### src/rtl/core/pse_pkg.sv
// pse_pkg: shared widths, constants, types and the exp(-lambda) table builder
// for the poisson spike encoder. No dependencies.
package pse_pkg;

  localparam int CHANNELS          = 256;
  localparam int EXP_TABLE_ENTRIES = 1024;
  localparam int MAX_SPIKES        = 64;

  localparam int CH_W       = 8;
  localparam int SAMPLE_W   = 16;
  localparam int RATE_W     = 16;
  localparam int STEP_W     = 20;
  localparam int SEED_W     = 48;
  localparam int CFG_IDX_W  = 2;
  localparam int CFG_DATA_W = 48;
  localparam int THR_W      = 32;
  localparam int LAM_W      = 24;
  localparam int COUNT_W    = $clog2(MAX_SPIKES + 1);
  localparam int ROM_AW     = $clog2(EXP_TABLE_ENTRIES);
  localparam int SPAN_SHIFT = 21;

  localparam int QUEUE_DEPTH  = 8;
  localparam int QCNT_W       = $clog2(QUEUE_DEPTH + 1);
  localparam int FRONT_STAGES = 8;
  localparam int PCNT_W       = $clog2(FRONT_STAGES + 1);

  localparam logic [23:0]       LCG_MUL_LO = 24'hECE66D;
  localparam logic [10:0]       LCG_MUL_HI = 11'h5DE;
  localparam logic [SEED_W-1:0] LCG_ADD    = 48'hB;

  localparam logic [RATE_W-1:0]   RATE_MIN_RESET = 16'd0;
  localparam logic [RATE_W-1:0]   RATE_MAX_RESET = 16'd100;
  localparam logic [STEP_W-1:0]   STEP_RESET     = 20'd1000;
  localparam logic [SEED_W-1:0]   SEED_RESET     = 48'd4660;
  localparam logic [SAMPLE_W-1:0] SAMPLE_OFFSET  = 16'h8000;

  localparam logic [63:0] ONE_Q60      = 64'd1 << 60;
  localparam int          TAYLOR_TERMS = 20;

  typedef enum logic [CFG_IDX_W-1:0] {
    CFG_RATE_MIN = 2'd0,
    CFG_RATE_MAX = 2'd1,
    CFG_STEP     = 2'd2,
    CFG_SEED     = 2'd3
  } cfg_idx_t;

  typedef struct packed {
    logic [RATE_W-1:0] rate_min_hz;
    logic [RATE_W-1:0] rate_max_hz;
    logic [STEP_W-1:0] step_us;
  } cfg_t;

  typedef struct packed {
    logic [CH_W-1:0]  ch;
    logic [THR_W-1:0] thr;
  } job_t;

  typedef struct packed {
    logic [CH_W-1:0]    ch;
    logic [COUNT_W-1:0] count;
    logic               sat;
  } run_t;

  typedef logic [THR_W-1:0] exp_rom_t [EXP_TABLE_ENTRIES];

  // entry i is exp(-i*32/entries) in q0.32, built by repeated q2.60 products
  function automatic exp_rom_t build_exp_rom();
    exp_rom_t     rom;
    logic [63:0]  d;
    logic [63:0]  r;
    logic [63:0]  term;
    logic [63:0]  e;
    logic [63:0]  v;
    logic [127:0] prod;
    d    = ((64'd1 << 63) / 64'(EXP_TABLE_ENTRIES)) << 2;
    r    = ONE_Q60;
    term = ONE_Q60;
    e    = ONE_Q60;
    for (int n = 1; n <= TAYLOR_TERMS; n++) begin
      prod = {64'd0, term} * {64'd0, d};
      term = prod[123:60] / 64'(n);
      if ((n % 2) == 1) begin
        r = r - term;
      end else begin
        r = r + term;
      end
    end
    for (int i = 0; i < EXP_TABLE_ENTRIES; i++) begin
      v = (e + (64'd1 << 27)) >> 28;
      rom[i] = (v > 64'h0000_0000_FFFF_FFFF) ? '1 : v[THR_W-1:0];
      prod = {64'd0, e} * {64'd0, r};
      e = prod[123:60];
    end
    return rom;
  endfunction

endpackage

### src/rtl/core/pse_fifo.sv
// pse_fifo: short queue of threshold jobs between front end and draw engine.
// Depends on pse_pkg.
module pse_fifo (
  input  logic                       clk,
  input  logic                       rst,
  input  logic                       push,
  input  pse_pkg::job_t              push_data,
  input  logic                       pop,
  output pse_pkg::job_t              head,
  output logic [pse_pkg::QCNT_W-1:0] count
);
  import pse_pkg::*;

  localparam int QPTR_W = (QUEUE_DEPTH > 1) ? $clog2(QUEUE_DEPTH) : 1;

  job_t              mem [QUEUE_DEPTH];
  logic [QPTR_W-1:0] wr_ptr;
  logic [QPTR_W-1:0] rd_ptr;

  always_ff @(posedge clk) begin
    if (push) begin
      mem[wr_ptr] <= push_data;
    end
  end

  always_ff @(posedge clk) begin
    if (rst) begin
      wr_ptr <= '0;
      rd_ptr <= '0;
      count  <= '0;
    end else begin
      if (push) begin
        wr_ptr <= (wr_ptr == QPTR_W'(QUEUE_DEPTH - 1)) ? '0 : wr_ptr + 1'b1;
      end
      if (pop) begin
        rd_ptr <= (rd_ptr == QPTR_W'(QUEUE_DEPTH - 1)) ? '0 : rd_ptr + 1'b1;
      end
      count <= count + QCNT_W'(push) - QCNT_W'(pop);
    end
  end

  assign head = mem[rd_ptr];

endmodule

### config.mk
export PLATFORM = sky130hd
export DESIGN_NAME = pse_fifo
export DESIGN_NICKNAME = d
export VERILOG_FILES = /design/src/rtl/core/pse_pkg.sv /design/src/rtl/core/pse_fifo.sv
export SDC_FILE = /design/constraint.sdc
export NUM_CORES = 1
export LEC_CHECK = 0
export ABC_AREA = 1
export BUFFER_PORTS_ARGS = -buffer_cell sky130_fd_sc_hd__buf_4
export CORE_MARGIN = 5
export CORE_UTILIZATION = 25
export CTS_CLUSTER_SIZE = 40
export DETAILED_ROUTE_END_ITERATION = 12
export GPL_TIMING_DRIVEN = 0
export PLACE_DENSITY = 0.37
export SYNTH_ARGS = -nofsm -noshare
export SYNTH_HDL_FRONTEND = slang
export SYNTH_SLANG_ARGS = --single-unit
### constraint.sdc
create_clock -name clk -period 5.5 [get_ports clk]
set_clock_uncertainty 0.05 [all_clocks]
set_input_delay 1.1 -clock clk [delete_from_list [all_inputs] [get_ports clk]]
set_output_delay 1.1 -clock clk [all_outputs]
set_load 0.005 [all_outputs]
==> results.ini <==
[worst_setup_path]
crit_top_cell=nand2_1
critPathTopFamily=buffers and inverters
slowest_stage=clkbuf_1
critPathBufInv=3
worstPathRequired_ns=4.35
r2r_start=wr_ptr[0]
r2r-end=mem[6][24]
path_class=reg -> out
worst-path-max-fanout=10
startpoint_type=flop
crit_chain=buf_2 > clkbuf_1 > nand3_1 > nand2_1 > nand2_1 > nand2_1 > buf_4
cp_slowest_stage_delay_ns=0.61
r2r_setup_slack_ns=3.43
reg2regPathDepth=4
crit_arrival_ns=2.35
end_kind=output pin

[sta]
min_period_ns=3.50
slew_headroom_pct=36.7
tightest_slew_ns=0.948
hold_viol=0
post-route-period-util_pct=63.6
setup_ws_ns=2.00
setup_viol_count_final=0
fmax_ghz=0.286
grt_setup_unrepaired=false
maxSlewViolCount=0

[final_layout]
fill_cells=6377
final_common_cell=nand2_1
final_core_util_pct=30.7
most-common-layout-cells=nand2_1, edfxtp_1, inv_1, inv_2, buf_4
final_cells=2483
final_layout_size_suffix_gt1_share_pct=29.1
regArea_um2=9870
multi_input_area_um2=4130
areaGrowthSynthToFinish_pct=21.5
fin_nets=1664

[hold_path]
min_to=wr_ptr[0]
whs_path_depth=2
hold_class=reg -> reg
min_from=wr_ptr[0]

[cts]
cts_tree=built
clk_path_buf_depth=3
cts_buffers=42
root_buffer=clkbuf_16
cts_setup_buffers=0
cts_sinks=333
hold_buffers=0
cts.clk_slew.worst_paths_ns=0.06
h-tree-depth=2
insertion_delay_ns=0.55
cts_resized=0

[floorplan]
ios=88
die_area_um2=67800
placementRows=91
die_y_um=260
start_util_pct=25.3
coreArea_um2=61900
fp.dieW_um=260

[grt]
grt_util_all_layers_pct=12.1
grt_overflow=0
grt_busiest_layer=met2
grt_max_degree=23
antenna_found_initial=3
use_met1_pct=16.0
grt_pass1_wl_um=60700
use_met2_pct=20.2
met3_usage_pct=2.31
grt_pass1_vias=9577

[status]
outcome=finished clean

[detailed_routing]
wl_per_cell_um=16.5
viasPerCell=3.80
wirelength_um=40900
drt-initial-drc-count=385
dr.pass1.iters=4
drt.antenna.violating_nets=0
vias=9447
remaining_drc_errors=0

[logic_synthesis]
yosysSeqAreaShare_pct=63.0
yosysWarnings=0
syn-num-nets=1520
synthesis.area_um2=15700
synthesis.area_per_instance_um2=10.7
yosysTopAreaCellShare_pct=61.3
synth_cell_type_count=24
synth_area_leader_cell=edfxtp_1
ys_top_cells_by_area=edfxtp_1, nand2_1, nand2_4
ys_ff_latch=333
synth_cells=1467

[pwr]
pwr-share-comb_pct=12.6
p_leak_nw=8.45
p_int_mw=4.64
ir_drop_mv=0.166
p_sw_share_pct=25.3
pwr-share-clk_pct=41.0
p_per_area_nw_per_um2=327
pwr-share-seq_pct=46.4
netSwitchingPower_mw=1.57

[placement]
dp_cells=2404
port-buffer-count=87
place.gp.congestion=0.685
dp.final_hpwl_um=26300
dpl_worst_slack_ns=2.51

[run]
maxCapViolCount=0

## kinds of logic (layout without fill, tap and decap cells)
group / after synthesis / in the layout / synth area share (%)
simple gates: 716 / 716 / 24.9
buf+inv: 399 / 576 / 11.0
xor+xnor: 1 / 1 / 0.0559
compound gates: 9 / 9 / 0.303
flops: 333 / 333 / 63.0
fa+ha+maj: 9 / 9 / 0.767
other cells: 0 / 2 / 0
## per-layer routing
layer  vias to the layer above  share of wire [%]
li1                       4855                  -
met1                      4391                 46
met2                       139                 47
met3                        60                4.4
met4                         2                2.4
met5                         -              0.039
## power by group through the flow
stage,clock network (mW),registers (mW),logic [mW]
4_1_cts,2.65,2.88,0.816
3_5_place_dp,0,2.94,0.813
3_3_place_gp,0,2.95,0.779
5_1_grt,2.74,2.89,0.885
2_1_floorplan,0,2.94,0.451
6_report,2.55,2.88,0.784
## worst max-delay path by stage
stage | start | end | depth (start not counted)
final | flop | head[7] | 7
after global routing | flop | head[7] | 7
after CTS | flop | head[3] | 6
after detailed placement | push | mem[6][29] | 4
after global placement | push | mem[3][19] | 3
after floorplan | push | mem[1][0] | 2
## final cells by class
type | instances | share of cell area, %
flip-flops and latches | 333 | 51.9
plain buffers | 61 | 2.39
diodes | 2 | 0.0263
well taps | 837 | 5.50
inverters | 338 | 6.70
repair buffers | 100 | 5.19
clock buffers | 56 | 6.13
clock inverters | 21 | 0.493
multi-input cells | 735 | 21.7
## through the flow
step | instance area (um^2) | power, mW | setup TNS [ns] | hold WS (ns)
5_1_grt | 19000 | 6.52 | 0 | 0.493
2_1_floorplan | 15700 | 3.39 | 0 | 0.404
4_1_cts | 19000 | 6.35 | 0 | 0.447
6_report | 19000 | 6.22 | 0 | 0.445
3_3_place_gp | 17400 | 3.72 | -59.51 | 0.433
3_5_place_dp | 17800 | 3.75 | 0 | 0.439
## worst min-delay path: stages (launching register included)
cell	delay [ns]
dfxtp_1	0.32
inv_1	0.07
a21oi_1	0.06
## flip-flops by register name, indices dropped and copies added, names as in the netlist, named ones only
register,count
count,4
mem,320
rd_ptr,3
wr_ptr,3
## cells in the mapped netlist, drive strengths merged
library cell,number
nand3,162
nand2,537
fa,1
o21ai,2
ha,8
inv,336
clkinv,2
or2,1
edfxtp,320
buf,53
clkbuf,8
o21a,1
nor2,16
a21oi,6
xnor2,1
dfxtp,13
No activity file was read; power rests on OpenSTA's default activity.
