### src/rtl/core/pse_pkg.sv
// pse_pkg: shared widths, constants, types and the exp(-lambda) table builder
// for the poisson spike encoder. No dependencies.
package pse_pkg;

  localparam int CHANNELS          = 256;
  localparam int EXP_TABLE_ENTRIES = 1024;
  localparam int MAX_SPIKES        = 64;

  localparam int CH_W       = 8;
  localparam int SAMPLE_W   = 16;
  localparam int RATE_W     = 16;
  localparam int STEP_W     = 20;
  localparam int SEED_W     = 48;
  localparam int CFG_IDX_W  = 2;
  localparam int CFG_DATA_W = 48;
  localparam int THR_W      = 32;
  localparam int LAM_W      = 24;
  localparam int COUNT_W    = $clog2(MAX_SPIKES + 1);
  localparam int ROM_AW     = $clog2(EXP_TABLE_ENTRIES);
  localparam int SPAN_SHIFT = 21;

  localparam int QUEUE_DEPTH  = 8;
  localparam int QCNT_W       = $clog2(QUEUE_DEPTH + 1);
  localparam int FRONT_STAGES = 8;
  localparam int PCNT_W       = $clog2(FRONT_STAGES + 1);

  localparam logic [23:0]       LCG_MUL_LO = 24'hECE66D;
  localparam logic [10:0]       LCG_MUL_HI = 11'h5DE;
  localparam logic [SEED_W-1:0] LCG_ADD    = 48'hB;

  localparam logic [RATE_W-1:0]   RATE_MIN_RESET = 16'd0;
  localparam logic [RATE_W-1:0]   RATE_MAX_RESET = 16'd100;
  localparam logic [STEP_W-1:0]   STEP_RESET     = 20'd1000;
  localparam logic [SEED_W-1:0]   SEED_RESET     = 48'd4660;
  localparam logic [SAMPLE_W-1:0] SAMPLE_OFFSET  = 16'h8000;

  localparam logic [63:0] ONE_Q60      = 64'd1 << 60;
  localparam int          TAYLOR_TERMS = 20;

  typedef enum logic [CFG_IDX_W-1:0] {
    CFG_RATE_MIN = 2'd0,
    CFG_RATE_MAX = 2'd1,
    CFG_STEP     = 2'd2,
    CFG_SEED     = 2'd3
  } cfg_idx_t;

  typedef struct packed {
    logic [RATE_W-1:0] rate_min_hz;
    logic [RATE_W-1:0] rate_max_hz;
    logic [STEP_W-1:0] step_us;
  } cfg_t;

  typedef struct packed {
    logic [CH_W-1:0]  ch;
    logic [THR_W-1:0] thr;
  } job_t;

  typedef struct packed {
    logic [CH_W-1:0]    ch;
    logic [COUNT_W-1:0] count;
    logic               sat;
  } run_t;

  typedef logic [THR_W-1:0] exp_rom_t [EXP_TABLE_ENTRIES];

  // entry i is exp(-i*32/entries) in q0.32, built by repeated q2.60 products
  function automatic exp_rom_t build_exp_rom();
    exp_rom_t     rom;
    logic [63:0]  d;
    logic [63:0]  r;
    logic [63:0]  term;
    logic [63:0]  e;
    logic [63:0]  v;
    logic [127:0] prod;
    d    = ((64'd1 << 63) / 64'(EXP_TABLE_ENTRIES)) << 2;
    r    = ONE_Q60;
    term = ONE_Q60;
    e    = ONE_Q60;
    for (int n = 1; n <= TAYLOR_TERMS; n++) begin
      prod = {64'd0, term} * {64'd0, d};
      term = prod[123:60] / 64'(n);
      if ((n % 2) == 1) begin
        r = r - term;
      end else begin
        r = r + term;
      end
    end
    for (int i = 0; i < EXP_TABLE_ENTRIES; i++) begin
      v = (e + (64'd1 << 27)) >> 28;
      rom[i] = (v > 64'h0000_0000_FFFF_FFFF) ? '1 : v[THR_W-1:0];
      prod = {64'd0, e} * {64'd0, r};
      e = prod[123:60];
    end
    return rom;
  endfunction

endpackage

### src/rtl/core/pse_emit.sv
// pse_emit: output stage; turns one finished run into its spike items.
// Depends on pse_pkg.
module pse_emit (
  input  logic                     clk,
  input  logic                     rst,
  input  logic                     run_valid,
  input  pse_pkg::run_t            run,
  output logic                     run_ready,
  output logic                     spike_valid,
  input  logic                     spike_stall,
  output logic [pse_pkg::CH_W-1:0] spike_channel,
  output logic                     spike_last,
  output logic                     saturated
);
  import pse_pkg::*;

  logic [COUNT_W-1:0] rem;
  logic [CH_W-1:0]    ch_q;
  logic               sat_q;
  logic               take;

  // a new run loads once the current one is out or its last item leaves now
  assign run_ready = (rem == '0) || (rem == COUNT_W'(1) && !spike_stall);
  assign take      = run_valid && run_ready;

  always_ff @(posedge clk) begin
    if (rst) begin
      rem <= '0;
    end else if (take) begin
      rem <= run.count;
    end else if (spike_valid && !spike_stall) begin
      rem <= rem - 1'b1;
    end
  end

  always_ff @(posedge clk) begin
    if (take) begin
      ch_q  <= run.ch;
      sat_q <= run.sat;
    end
  end

  assign spike_valid   = (rem != '0);
  assign spike_channel = ch_q;
  assign spike_last    = (rem == COUNT_W'(1));
  assign saturated     = sat_q;

endmodule

### config.mk
export PLATFORM = sky130hd
export DESIGN_NAME = pse_emit
export DESIGN_NICKNAME = d
export VERILOG_FILES = /design/src/rtl/core/pse_pkg.sv /design/src/rtl/core/pse_emit.sv
export SDC_FILE = /design/constraint.sdc
export NUM_CORES = 1
export LEC_CHECK = 0
export BUFFER_PORTS_ARGS = -buffer_cell sky130_fd_sc_hd__buf_4
export CAP_MARGIN = 20
export CORE_UTILIZATION = 42
export DETAILED_ROUTE_END_ITERATION = 12
export PLACE_DENSITY = 0.74
export SYNTH_ARGS = -nofsm -noshare
export SYNTH_HDL_FRONTEND = slang
export SYNTH_SLANG_ARGS = --single-unit
### constraint.sdc
create_clock -name clk -period 1.5 [get_ports clk]
set_input_delay 0.225 -clock clk [delete_from_list [all_inputs] [get_ports clk]]
set_output_delay 0.225 -clock clk [all_outputs]
set_load 0.05 [all_outputs]
==> flow_metrics.env, run 1 <==
export IMPL_result_of_the_run="finished, violations left"
export IMPL_failed_checks="setup timing"
export IMPL_timing_final_setup_violations=19
export IMPL_layout_core_utilization_pct=86.5
export IMPL_synthesis_area_per_instance_um2=11.0
export IMPL_synth_compound_area_share_pct=21.2
export IMPL_yosys_area_share_xor_xnor_pct=0
export IMPL_leakage_nw=0.641
export IMPL_postRouteWirelength_um=2660
export IMPL_fin_skew_ns=0.0138
export IMPL_global_route_overflow_total=0
export IMPL_slew_limit_headroom_pct=75.2
export IMPL_yosysWarnings=0
export IMPL_timing_critical_path_slowest_cell_delay_ns=0.37
export IMPL_netlist_area_leader_share_pct=33.6
export IMPL_report_power_total_mw=3.61
export IMPL_critical_path_reg2reg_startpoint="rem[6]"
export IMPL_netlist_instances=73
export IMPL_hpwl_um=1460
export IMPL_reg2regPathDepth=7
export IMPL_final_seq_area_um2=418
export IMPL_worst_r2r_endpoint="rem[5]"
export IMPL_post_synth_num_cell_types=30
export IMPL_mappedNetlistNets=96
export IMPL_global_route_wire_length_before_repair_um=3620
export IMPL_setup_tns_ns=-2.28
export IMPL_vias_per_cell=5.41
export IMPL_remaining_drc_errors=0
export IMPL_min_tclk_post_route_ns=1.70
export IMPL_drtIter0Drc=14
export IMPL_start_util_pct=45.5
export IMPL_die_area_um2=2090
export IMPL_final_layout_size_suffix_gt1_share_pct=70.5
export IMPL_worst_slew_pin_slew_ns=0.367
export IMPL_synth_simple_gate_area_share_pct=15.1
export IMPL_design_portCount=32
export IMPL_hold_path_end="spike_channel[4]"
export IMPL_synth_edff_count=9
export IMPL_cts_htree_levels=1
export IMPL_global_router_s_overall_resource_usage_pct=25.3
export IMPL_path_clk_slew_ns=0.11
export IMPL_fillCellCount=103
export IMPL_numPortBuffers=31
export IMPL_netlist_area_um2=803
export IMPL_routed_wire_length_per_instance_um=16.2
export IMPL_drt_first_pass_iters=4
export IMPL_yosys_top_cells_area="edfxtp_1 34%, dfxtp_1 17%, ha_1 4.7%"
export IMPL_crit_path_cell_trace="inv_4 -> ha_4 -> nor2b_4 -> buf_6 -> o21a_4 -> buf_8"
export IMPL_clk_latency_ns=0.30
export IMPL_critPathCaptureType="output port"
export IMPL_worst_endpoint_arrival_ns=1.48
export IMPL_seq_area_frac_synth_pct=51.1
export IMPL_core_um2=1760
export IMPL_dp_worst_setup_slack_ns=-0.184
export IMPL_critical_path_max_fanout=4
export IMPL_critPathSlowestCell="dfxtp_2"
export IMPL_tritoncts="done"
export IMPL_startpoint_type="register"
export IMPL_dieWidth_um=45.7
export IMPL_criticalPathCategory="register to output port"
export IMPL_timing_hold_worst_path_depth=1
export IMPL_grt_setup_unrepaired="yes"
export IMPL_detail_route_antenna_nets=0
export IMPL_grt_start_max_net_pins=11
export IMPL_layout_worst_path_cycle_share_pct=114
export IMPL_hold_class="input port to register"
export IMPL_insertedDiodeCount=0
export IMPL_combinational_family_with_the_most_area_after_synthesis="compound AO/OA/AOI/OAI gates"
export IMPL_nets=163
export IMPL_synth_mux_area_share_pct=4.21
export IMPL_cts_inserted_buffers=3
export IMPL_report_final_hold_viol_count=0
export IMPL_yosys_register_bits=16
export IMPL_die_height_um=45.7
export IMPL_total_number_of_clock_tree_sinks=16
export IMPL_vias=888
export IMPL_maxCapViolCount=0
export IMPL_synth_top_flop_cell="edfxtp_1"
export IMPL_clockRootBuffer="clkbuf_4"
export IMPL_timing_final_ws_setup_ns=-0.204
export IMPL_number_of_antenna_violations_at_the_first_check_in_global_routing=0
export IMPL_gp_congestion=0.808
export IMPL_syn2layout_area_growth_pct=89.9
export IMPL_placementRows=15
export IMPL_cp_required_ns=1.27
export IMPL_multi_input_area_um2=490
export IMPL_hold_start="run[12]"
export IMPL_finalMaxSlewViolations=0
export IMPL_ys_async_rst_share_pct=0
export IMPL_peakVddDrop_uv=1850
export IMPL_power_density_cell_area_nw_per_um2=2370
export IMPL_synth_fa_ha_area_share_pct=4.67
export IMPL_reg2reg_setup_slack_ns=-0.16
export IMPL_clock_tree_buffer_depth=2
export IMPL_netlist_top_cell_by_area="edfxtp_1"
export IMPL_max_clock_freq_ghz=0.587
export IMPL_grt_pass1_vias=827
per-layer routing:
layer	global-route usage, %	routed length, µm	up-vias
li1	-	-	411
met1	28.5	1020	430
met2	44.9	1450	41
met3	4.76	140	6
met4	12.9	49	0
met5	0	0	-
registers in the layout, summed over array words and instances (netlist names):
name           flops
spike_channel      8
rem                7
saturated          1
critical path, delay by kind of cell, from the launching register on:
family	cells	cell delay, ns
compound gates	1	0.20
fa+ha+maj	1	0.15
buf+inv	3	0.31
flops	1	0.37
simple gates	1	0.14
cells in the final DEF (no fill, tap or decap), types with 2 or more instances in the layout:
master / count
a211oi_2: 2
a21oi_1: 4
a21oi_2: 3
buf_4: 51
buf_6: 8
buf_8: 3
clkbuf_4: 3
dfxtp_1: 3
dfxtp_2: 3
edfxtp_1: 9
ha_4: 2
inv_1: 3
nand2_1: 2
nor2_2: 2
nor2b_1: 2
nor3_4: 2
o2111a_2: 2
o21ai_0: 4
o31ai_1: 3
o41ai_1: 2
or3_4: 2
where the power goes:
group	total [mW]	internal [mW]	switching (mW)
Sequential	0.731	0.638	0.0928
Combinational	2.64	1.30	1.34
Clock	0.244	0.0969	0.147
synthesized netlist by cell type, types with 2 or more instances:
library cell,instances
o21ai_0,5
nor2_1,4
a21oi_1,7
nor2b_1,3
o31ai_1,3
ha_1,3
dfxtp_1,7
o41ai_1,2
nand2_1,3
nor3_1,3
inv_1,5
edfxtp_1,9
a211oi_2,2
kinds of logic after synthesis:
family                   Yosys count
AO/OA/AOI/OAI                     24
AND/OR/NAND/NOR                   21
flip-flops                        16
buffers and inverters              7
adder cells (fa/ha/maj)            3
multiplexers                       2
timing repair:
action                     in CTS  in global routing
setup endpoints to repair      19                 19
resized for setup              26                  9
pin swaps                       5                  7
hold buffers                    0                  0
cloned                          1                  0
setup buffers                  10                  4
area by class of cell:
class,count,area share (%)
Timing Repair Buffer,63,35.3
Multi-Input combinational cell,51,32.2
Sequential cell,16,27.4
Tap cell,25,2.05
Clock buffer,3,1.48
Inverter,5,1.39
Clock inverter,1,0.246
worst max path at each step:
stage / to / slack [ns] / start / depth (start not counted)
5_1_grt: rem[5] / -0.25 / rem[6] / 7
3_5_place_dp: rem[5] / -0.18 / rem[1] / 7
2_1_floorplan: rem[0] / -0.07 / rem[4] / 5
6_report: run_ready / -0.20 / rem[1] / 6
3_3_place_gp: rem[5] / -0.11 / rem[1] / 7
4_1_cts: run_ready / -0.18 / rem[4] / 4
per-stage QoR:
stage,hold slack [ns],cell area (µm²),std cells
finish,0.107,1530,164
global route,0.0904,1530,164
CTS,0.104,1440,160
detailed placement,0.404,1240,145
global placement,0.403,1240,145
floorplan,0.324,856,73
Note: power is estimated with default switching activity, not from simulation.
==> run 2, diff against run 1 <==
Settings changed: MAX_ROUTING_LAYER from default to met4, REMOVE_ABC_BUFFERS from default to 1.
==> run 2 against run 1 <==
  * The run still ends with setup timing left
  * Combinational power decreased by 14%
  * Total power fell by 9.8%
  * First-iteration DRC count is 43% higher
  * Utilization is 8.0 points lower
  * Global-route usage fell by 1.6 points
  * Sequential share of layout area rose by 3.0 points
  * Critical endpoint unchanged
  * Largest power group unchanged
==> flow_metrics.env, run 2 (synthesis gave the netlist of run 1 again) <==
export IMPL_timing_final_setup_violations=18
export IMPL_dieWidth_um=45.7
export IMPL_criticalPathCategory="register to output port"
export IMPL_drt_first_pass_iters=4
export IMPL_cp_required_ns=1.27
export IMPL_placementRows=15
export IMPL_vias_per_cell=5.50
export IMPL_critical_path_max_fanout=2
export IMPL_cell_internal_pwr_mw=1.78
export IMPL_tritoncts="done"
export IMPL_p_seq_share_pct=22.4
export IMPL_drtIter0Drc=20
export IMPL_detail_route_antenna_nets=0
export IMPL_most_common_layout_cells="44 x buf_4, 9 x edfxtp_1, 7 x buf_6"
export IMPL_number_of_antenna_violations_at_the_first_check_in_global_routing=0
export IMPL_layout_core_utilization_pct=78.4
export IMPL_global_router_s_overall_resource_usage_pct=23.7
export IMPL_hpwl_um=1410
export IMPL_dpl_instance_area_um2=1150
export IMPL_startpoint_type="register"
export IMPL_finalMaxSlewViolations=0
export IMPL_grt_start_max_net_pins=13
export IMPL_critPathCaptureType="output port"
export IMPL_report_final_hold_viol_count=0
export IMPL_gp_congestion=0.800
export IMPL_core_um2=1760
export IMPL_total_number_of_clock_tree_sinks=16
export IMPL_numPortBuffers=31
export IMPL_maxCapViolCount=0
export IMPL_most_common_cell_after_layout_fill_and_taps_aside="buf_4"
export IMPL_die_height_um=45.7
export IMPL_failed_checks="setup timing"
export IMPL_design_portCount=32
export IMPL_peakVddDrop_uv=1560
export IMPL_slew_limit_headroom_pct=77.2
export IMPL_report_power_total_mw=3.26
export IMPL_clockRootBuffer="clkbuf_4"
export IMPL_routed_wire_length_per_instance_um=15.9
export IMPL_netSwitchingPower_mw=1.48
export IMPL_nets=152
export IMPL_die_area_um2=2090
export IMPL_insertedDiodeCount=0
export IMPL_post_cts_hold_buffer_count=0
export IMPL_leakage_nw=0.583
export IMPL_postRouteWirelength_um=2440
export IMPL_global_route_overflow_total=0
export IMPL_path_clk_slew_ns=0.11
export IMPL_result_of_the_run="finished, violations left"
export IMPL_clock_tree_buffer_depth=2
export IMPL_syn2layout_area_growth_pct=72.3
export IMPL_min_tclk_post_route_ns=1.70
export IMPL_p_clk_share_pct=7.6
export IMPL_grt_setup_unrepaired="yes"
export IMPL_fin_skew_ns=0.0159
export IMPL_max_clock_freq_ghz=0.587
export IMPL_global_route_wire_length_before_repair_um=3310
export IMPL_timing_final_ws_setup_ns=-0.203
export IMPL_cts_htree_levels=1
export IMPL_cts_inserted_buffers=3
export IMPL_grt_pass1_vias=778
export IMPL_final_layout_size_suffix_gt1_share_pct=63.3
export IMPL_clk_latency_ns=0.30
export IMPL_vias=842
export IMPL_switching_share_pct=45.4
export IMPL_worst_endpoint_arrival_ns=1.48
export IMPL_largest_reg_flops=8
export IMPL_worst_slew_pin_slew_ns=0.334
export IMPL_power_density_cell_area_nw_per_um2=2350
export IMPL_final_design_area_no_fill_um2=1380
export IMPL_hold_ws_ns=0.0944
export IMPL_remaining_drc_errors=0
export IMPL_layout_worst_path_cycle_share_pct=114
export IMPL_start_util_pct=45.5
export IMPL_hold_class="input port to register"
export IMPL_combinational_share_of_power_pct=70.0
[run 2: final cells by class]
| type | instances | area [µm²] |
|---|---|---|
| Timing Repair Buffer | 52 | 424 |
| Clock buffer | 3 | 22.5 |
| Multi-Input combinational cell | 51 | 460 |
| Tap cell | 25 | 31.3 |
| Fill cell | 120 | 380 |
| Sequential cell | 16 | 420 |
| Clock inverter | 1 | 3.75 |
| Inverter | 5 | 21.3 |
[run 2: worst max-delay path, cell delays in order, from the launching register on]
cell and delay, ns:
dfxtp_2 0.34, or3_4 0.41, nor2_4 0.10, o21a_1 0.16, buf_6 0.16
[run 2: power groups by stage]
stage,clock network [mW],logic (mW),registers [mW]
4_1_cts,0.245,2.00,0.705
2_1_floorplan,0,0.826,0.977
5_1_grt,0.255,2.40,0.747
3_3_place_gp,0,1.65,0.701
3_5_place_dp,0,1.68,0.711
6_report,0.248,2.28,0.731
[run 2: layer usage]
layer  up-vias  part of all wire [%]  global-route usage, %
met2        37                    54                   40.0
li1        393                     -                      -
met1       403                    39                   27.1
met3         9                   4.4                   2.38
met5         -                     0                      -
met4         0                   2.9                   13.5
[run 2: final timing paths]
path	from	cells after the start	end	slack [ns]
hold reg to reg	rem[3]	2	rem[3]	0.53
setup reg to reg	rem[1]	7	rem[4]	-0.14
setup / recovery	rem[6]	4	run_ready	-0.20
hold / removal	run[14]	1	spike_channel[6]	0.09
[run 2: stage by stage]
step           setup TNS (ns)  setup WS (ns)  cells
2_1_floorplan           -1.31         -0.318     71
3_3_place_gp           -0.552         -0.101    139
3_5_place_dp            -1.66         -0.208    139
4_1_cts                 -1.96         -0.170    150
5_1_grt                 -2.50         -0.228    153
6_report                -1.49         -0.203    153
[run 2: what timing repair did]
action,4_1_cts,5_1_grt
gates resized for setup,19,18
endpoints found under the setup margin,19,19
gates cloned,0,1
pin swaps,4,6
buffers inserted,7,2
==> run 3, diff against run 2 <==
Settings changed: CORE_UTILIZATION 42 to 45, CTS_CLUSTER_DIAMETER from default to 40, PLACE_DENSITY 0.74 to 0.75, RECOVER_POWER from default to 25.
Clock period 1.5 ns to 1.79 ns, I/O delays scaled along.
==> run 3 against run 2 <==
  * The flow finishes with violations (DRC)
  * Highest routed layer unchanged
  * Sequential power decreased by 15%
  * Utilization increased by 1.1 points
  * Critical path type is now register to register
  * Global-route usage decreased by 3.5 points
==> flow_metrics.env, run 3 (synthesis gave the netlist of run 1 again) <==
export IMPL_fillCellCount=109
export IMPL_drtIter0Drc=44
export IMPL_report_final_hold_viol_count=0
export IMPL_reg2regPathDepth=6
export IMPL_syn2layout_area_growth_pct=57.8
export IMPL_grt_pass1_vias=677
export IMPL_fin_skew_ns=0.00277
export IMPL_hold_class="input port to register"
export IMPL_reg2reg_setup_slack_ns=0.04
export IMPL_setup_worst_path_end="rem[0]"
export IMPL_leakage_nw=0.526
export IMPL_result_of_the_run="finished, violations left"
export IMPL_remaining_drc_errors=2
export IMPL_cp_required_ns=2.01
export IMPL_layout_worst_path_cycle_share_pct=97.9
export IMPL_die_area_um2=1960
export IMPL_placementRows=14
export IMPL_path_clk_slew_ns=0.09
export IMPL_dieWidth_um=44.3
export IMPL_top_layer="met4"
export IMPL_report_power_total_mw=2.49
export IMPL_global_route_wire_length_before_repair_um=2810
export IMPL_clk_latency_ns=0.29
export IMPL_hold_ws_ns=0.156
export IMPL_critical_path_reg2reg_startpoint="rem[1]"
export IMPL_worst_r2r_endpoint="rem[0]"
export IMPL_final_layout_size_suffix_gt1_share_pct=57.5
export IMPL_detail_route_antenna_nets=0
export IMPL_clock_tree_buffer_depth=2
export IMPL_startpoint_type="register"
export IMPL_most_common_layout_cells="33 x buf_4, 11 x clkbuf_4, 9 x edfxtp_1"
export IMPL_worst_slew_pin_slew_ns=0.405
export IMPL_min_tclk_post_route_ns=1.75
export IMPL_vias=807
export IMPL_core_um2=1590
export IMPL_final_design_area_no_fill_um2=1270
export IMPL_worst_setup_path_startpoint="rem[1]"
export IMPL_critPathCaptureType="register"
export IMPL_critical_path_max_fanout=7
export IMPL_max_clock_freq_ghz=0.571
export IMPL_final_seq_area_um2=419
export IMPL_maxCapViolCount=0
export IMPL_worst_endpoint_arrival_ns=1.98
export IMPL_dpl_instance_area_um2=1070
export IMPL_vias_per_cell=5.60
export IMPL_hpwl_um=1310
export IMPL_multi_input_area_um2=433
export IMPL_tritoncts="done"
export IMPL_global_route_overflow_total=0
export IMPL_routed_wire_length_per_instance_um=15.7
export IMPL_postRouteWirelength_um=2260
export IMPL_timing_final_setup_violations=0
export IMPL_most_common_cell_after_layout_fill_and_taps_aside="buf_4"
export IMPL_clockRootBuffer="clkbuf_4"
export IMPL_timing_final_ws_setup_ns=0.0377
export IMPL_numPortBuffers=31
export IMPL_grt_setup_unrepaired="yes"
export IMPL_route_met3_wl_um=158
export IMPL_gp_congestion=0.815
export IMPL_met1Wirelength_um=831
export IMPL_largest_reg_flops=8
export IMPL_total_number_of_clock_tree_sinks=16
export IMPL_dp_worst_setup_slack_ns=0.0310
export IMPL_power_density_cell_area_nw_per_um2=1960
export IMPL_number_of_antenna_violations_at_the_first_check_in_global_routing=0
export IMPL_design_portCount=32
export IMPL_die_height_um=44.3
export IMPL_drt_first_pass_iters=8
export IMPL_met2_wirelength_um=1220
export IMPL_slew_limit_headroom_pct=72.9
export IMPL_peakVddDrop_uv=1280
export IMPL_global_router_s_overall_resource_usage_pct=20.2
export IMPL_cts_inserted_buffers=3
export IMPL_nets=144
export IMPL_finalMaxSlewViolations=0
export IMPL_start_util_pct=50.4
export IMPL_failed_checks="DRC"
export IMPL_setup_tns_ns=0
export IMPL_grt_start_max_net_pins=12
export IMPL_insertedDiodeCount=0
export IMPL_cts_htree_levels=1
export IMPL_criticalPathCategory="register to register"
[run 3: changes by cell type in the layout (fill, tap and decap cells not counted), moves of 2 or more]
cell	change
buf_4	-11
clkbuf_4	+8
buf_6	-5
dfxtp_2	+2
ha_4	-2
[run 3: cell type report]
class / instances / area share [%]
inverters: 5 / 1.48
clock buffers: 4 / 2.86
well taps: 24 / 2.37
multi-input cells: 52 / 34.2
flip-flops and latches: 16 / 33.1
repair buffers: 43 / 26.1
[run 3: worst min path at each step]
| stage | cells after the start | endpoint | start |
|---|---|---|---|
| after floorplan | 1 | rem[1] | rst |
| after global placement | 1 | spike_channel[2] | run[10] |
| after detailed placement | 1 | spike_channel[0] | run[8] |
| after CTS | 1 | spike_channel[5] | run[13] |
| after global routing | 1 | spike_channel[7] | run[15] |
| final | 1 | spike_channel[7] | run[15] |
[run 3: report_power, final]
part	internal (mW)	leakage, nW	switching (mW)
Clock	0.124	0.0210	0.111
Sequential	0.536	0.143	0.0865
Combinational	0.683	0.362	0.949
Total	1.34	0.526	1.15
[run 3: per-layer routing]
layer	GRT usage [%]	up-vias
li1	-	374
met1	22.7	387
met2	32.6	40
met3	7.76	6
met4	7.27	0
met5	-	-
[run 3: timing repair]
action,CTS,global route
hold buffers,0,0
gates cloned,0,2
pin swaps,2,5
buffers inserted,3,7
gates resized for setup,6,12
endpoints found under the setup margin,2,9
[run 3: metrics by stage]
step,util (%),cells
after floorplan,-,71
after global placement,67.1,128
after detailed placement,67.1,128
after CTS,71.7,135
after global routing,79.5,144
final,79.5,144
[run 3: worst max-delay path, cell delays in order, from the launching register on]
cell and delay, ns:
dfxtp_2 0.35, inv_1 0.14, ha_2 0.30, nand3_4 0.13, mux2i_4 0.24, or3_4 0.40, a21oi_2 0.14
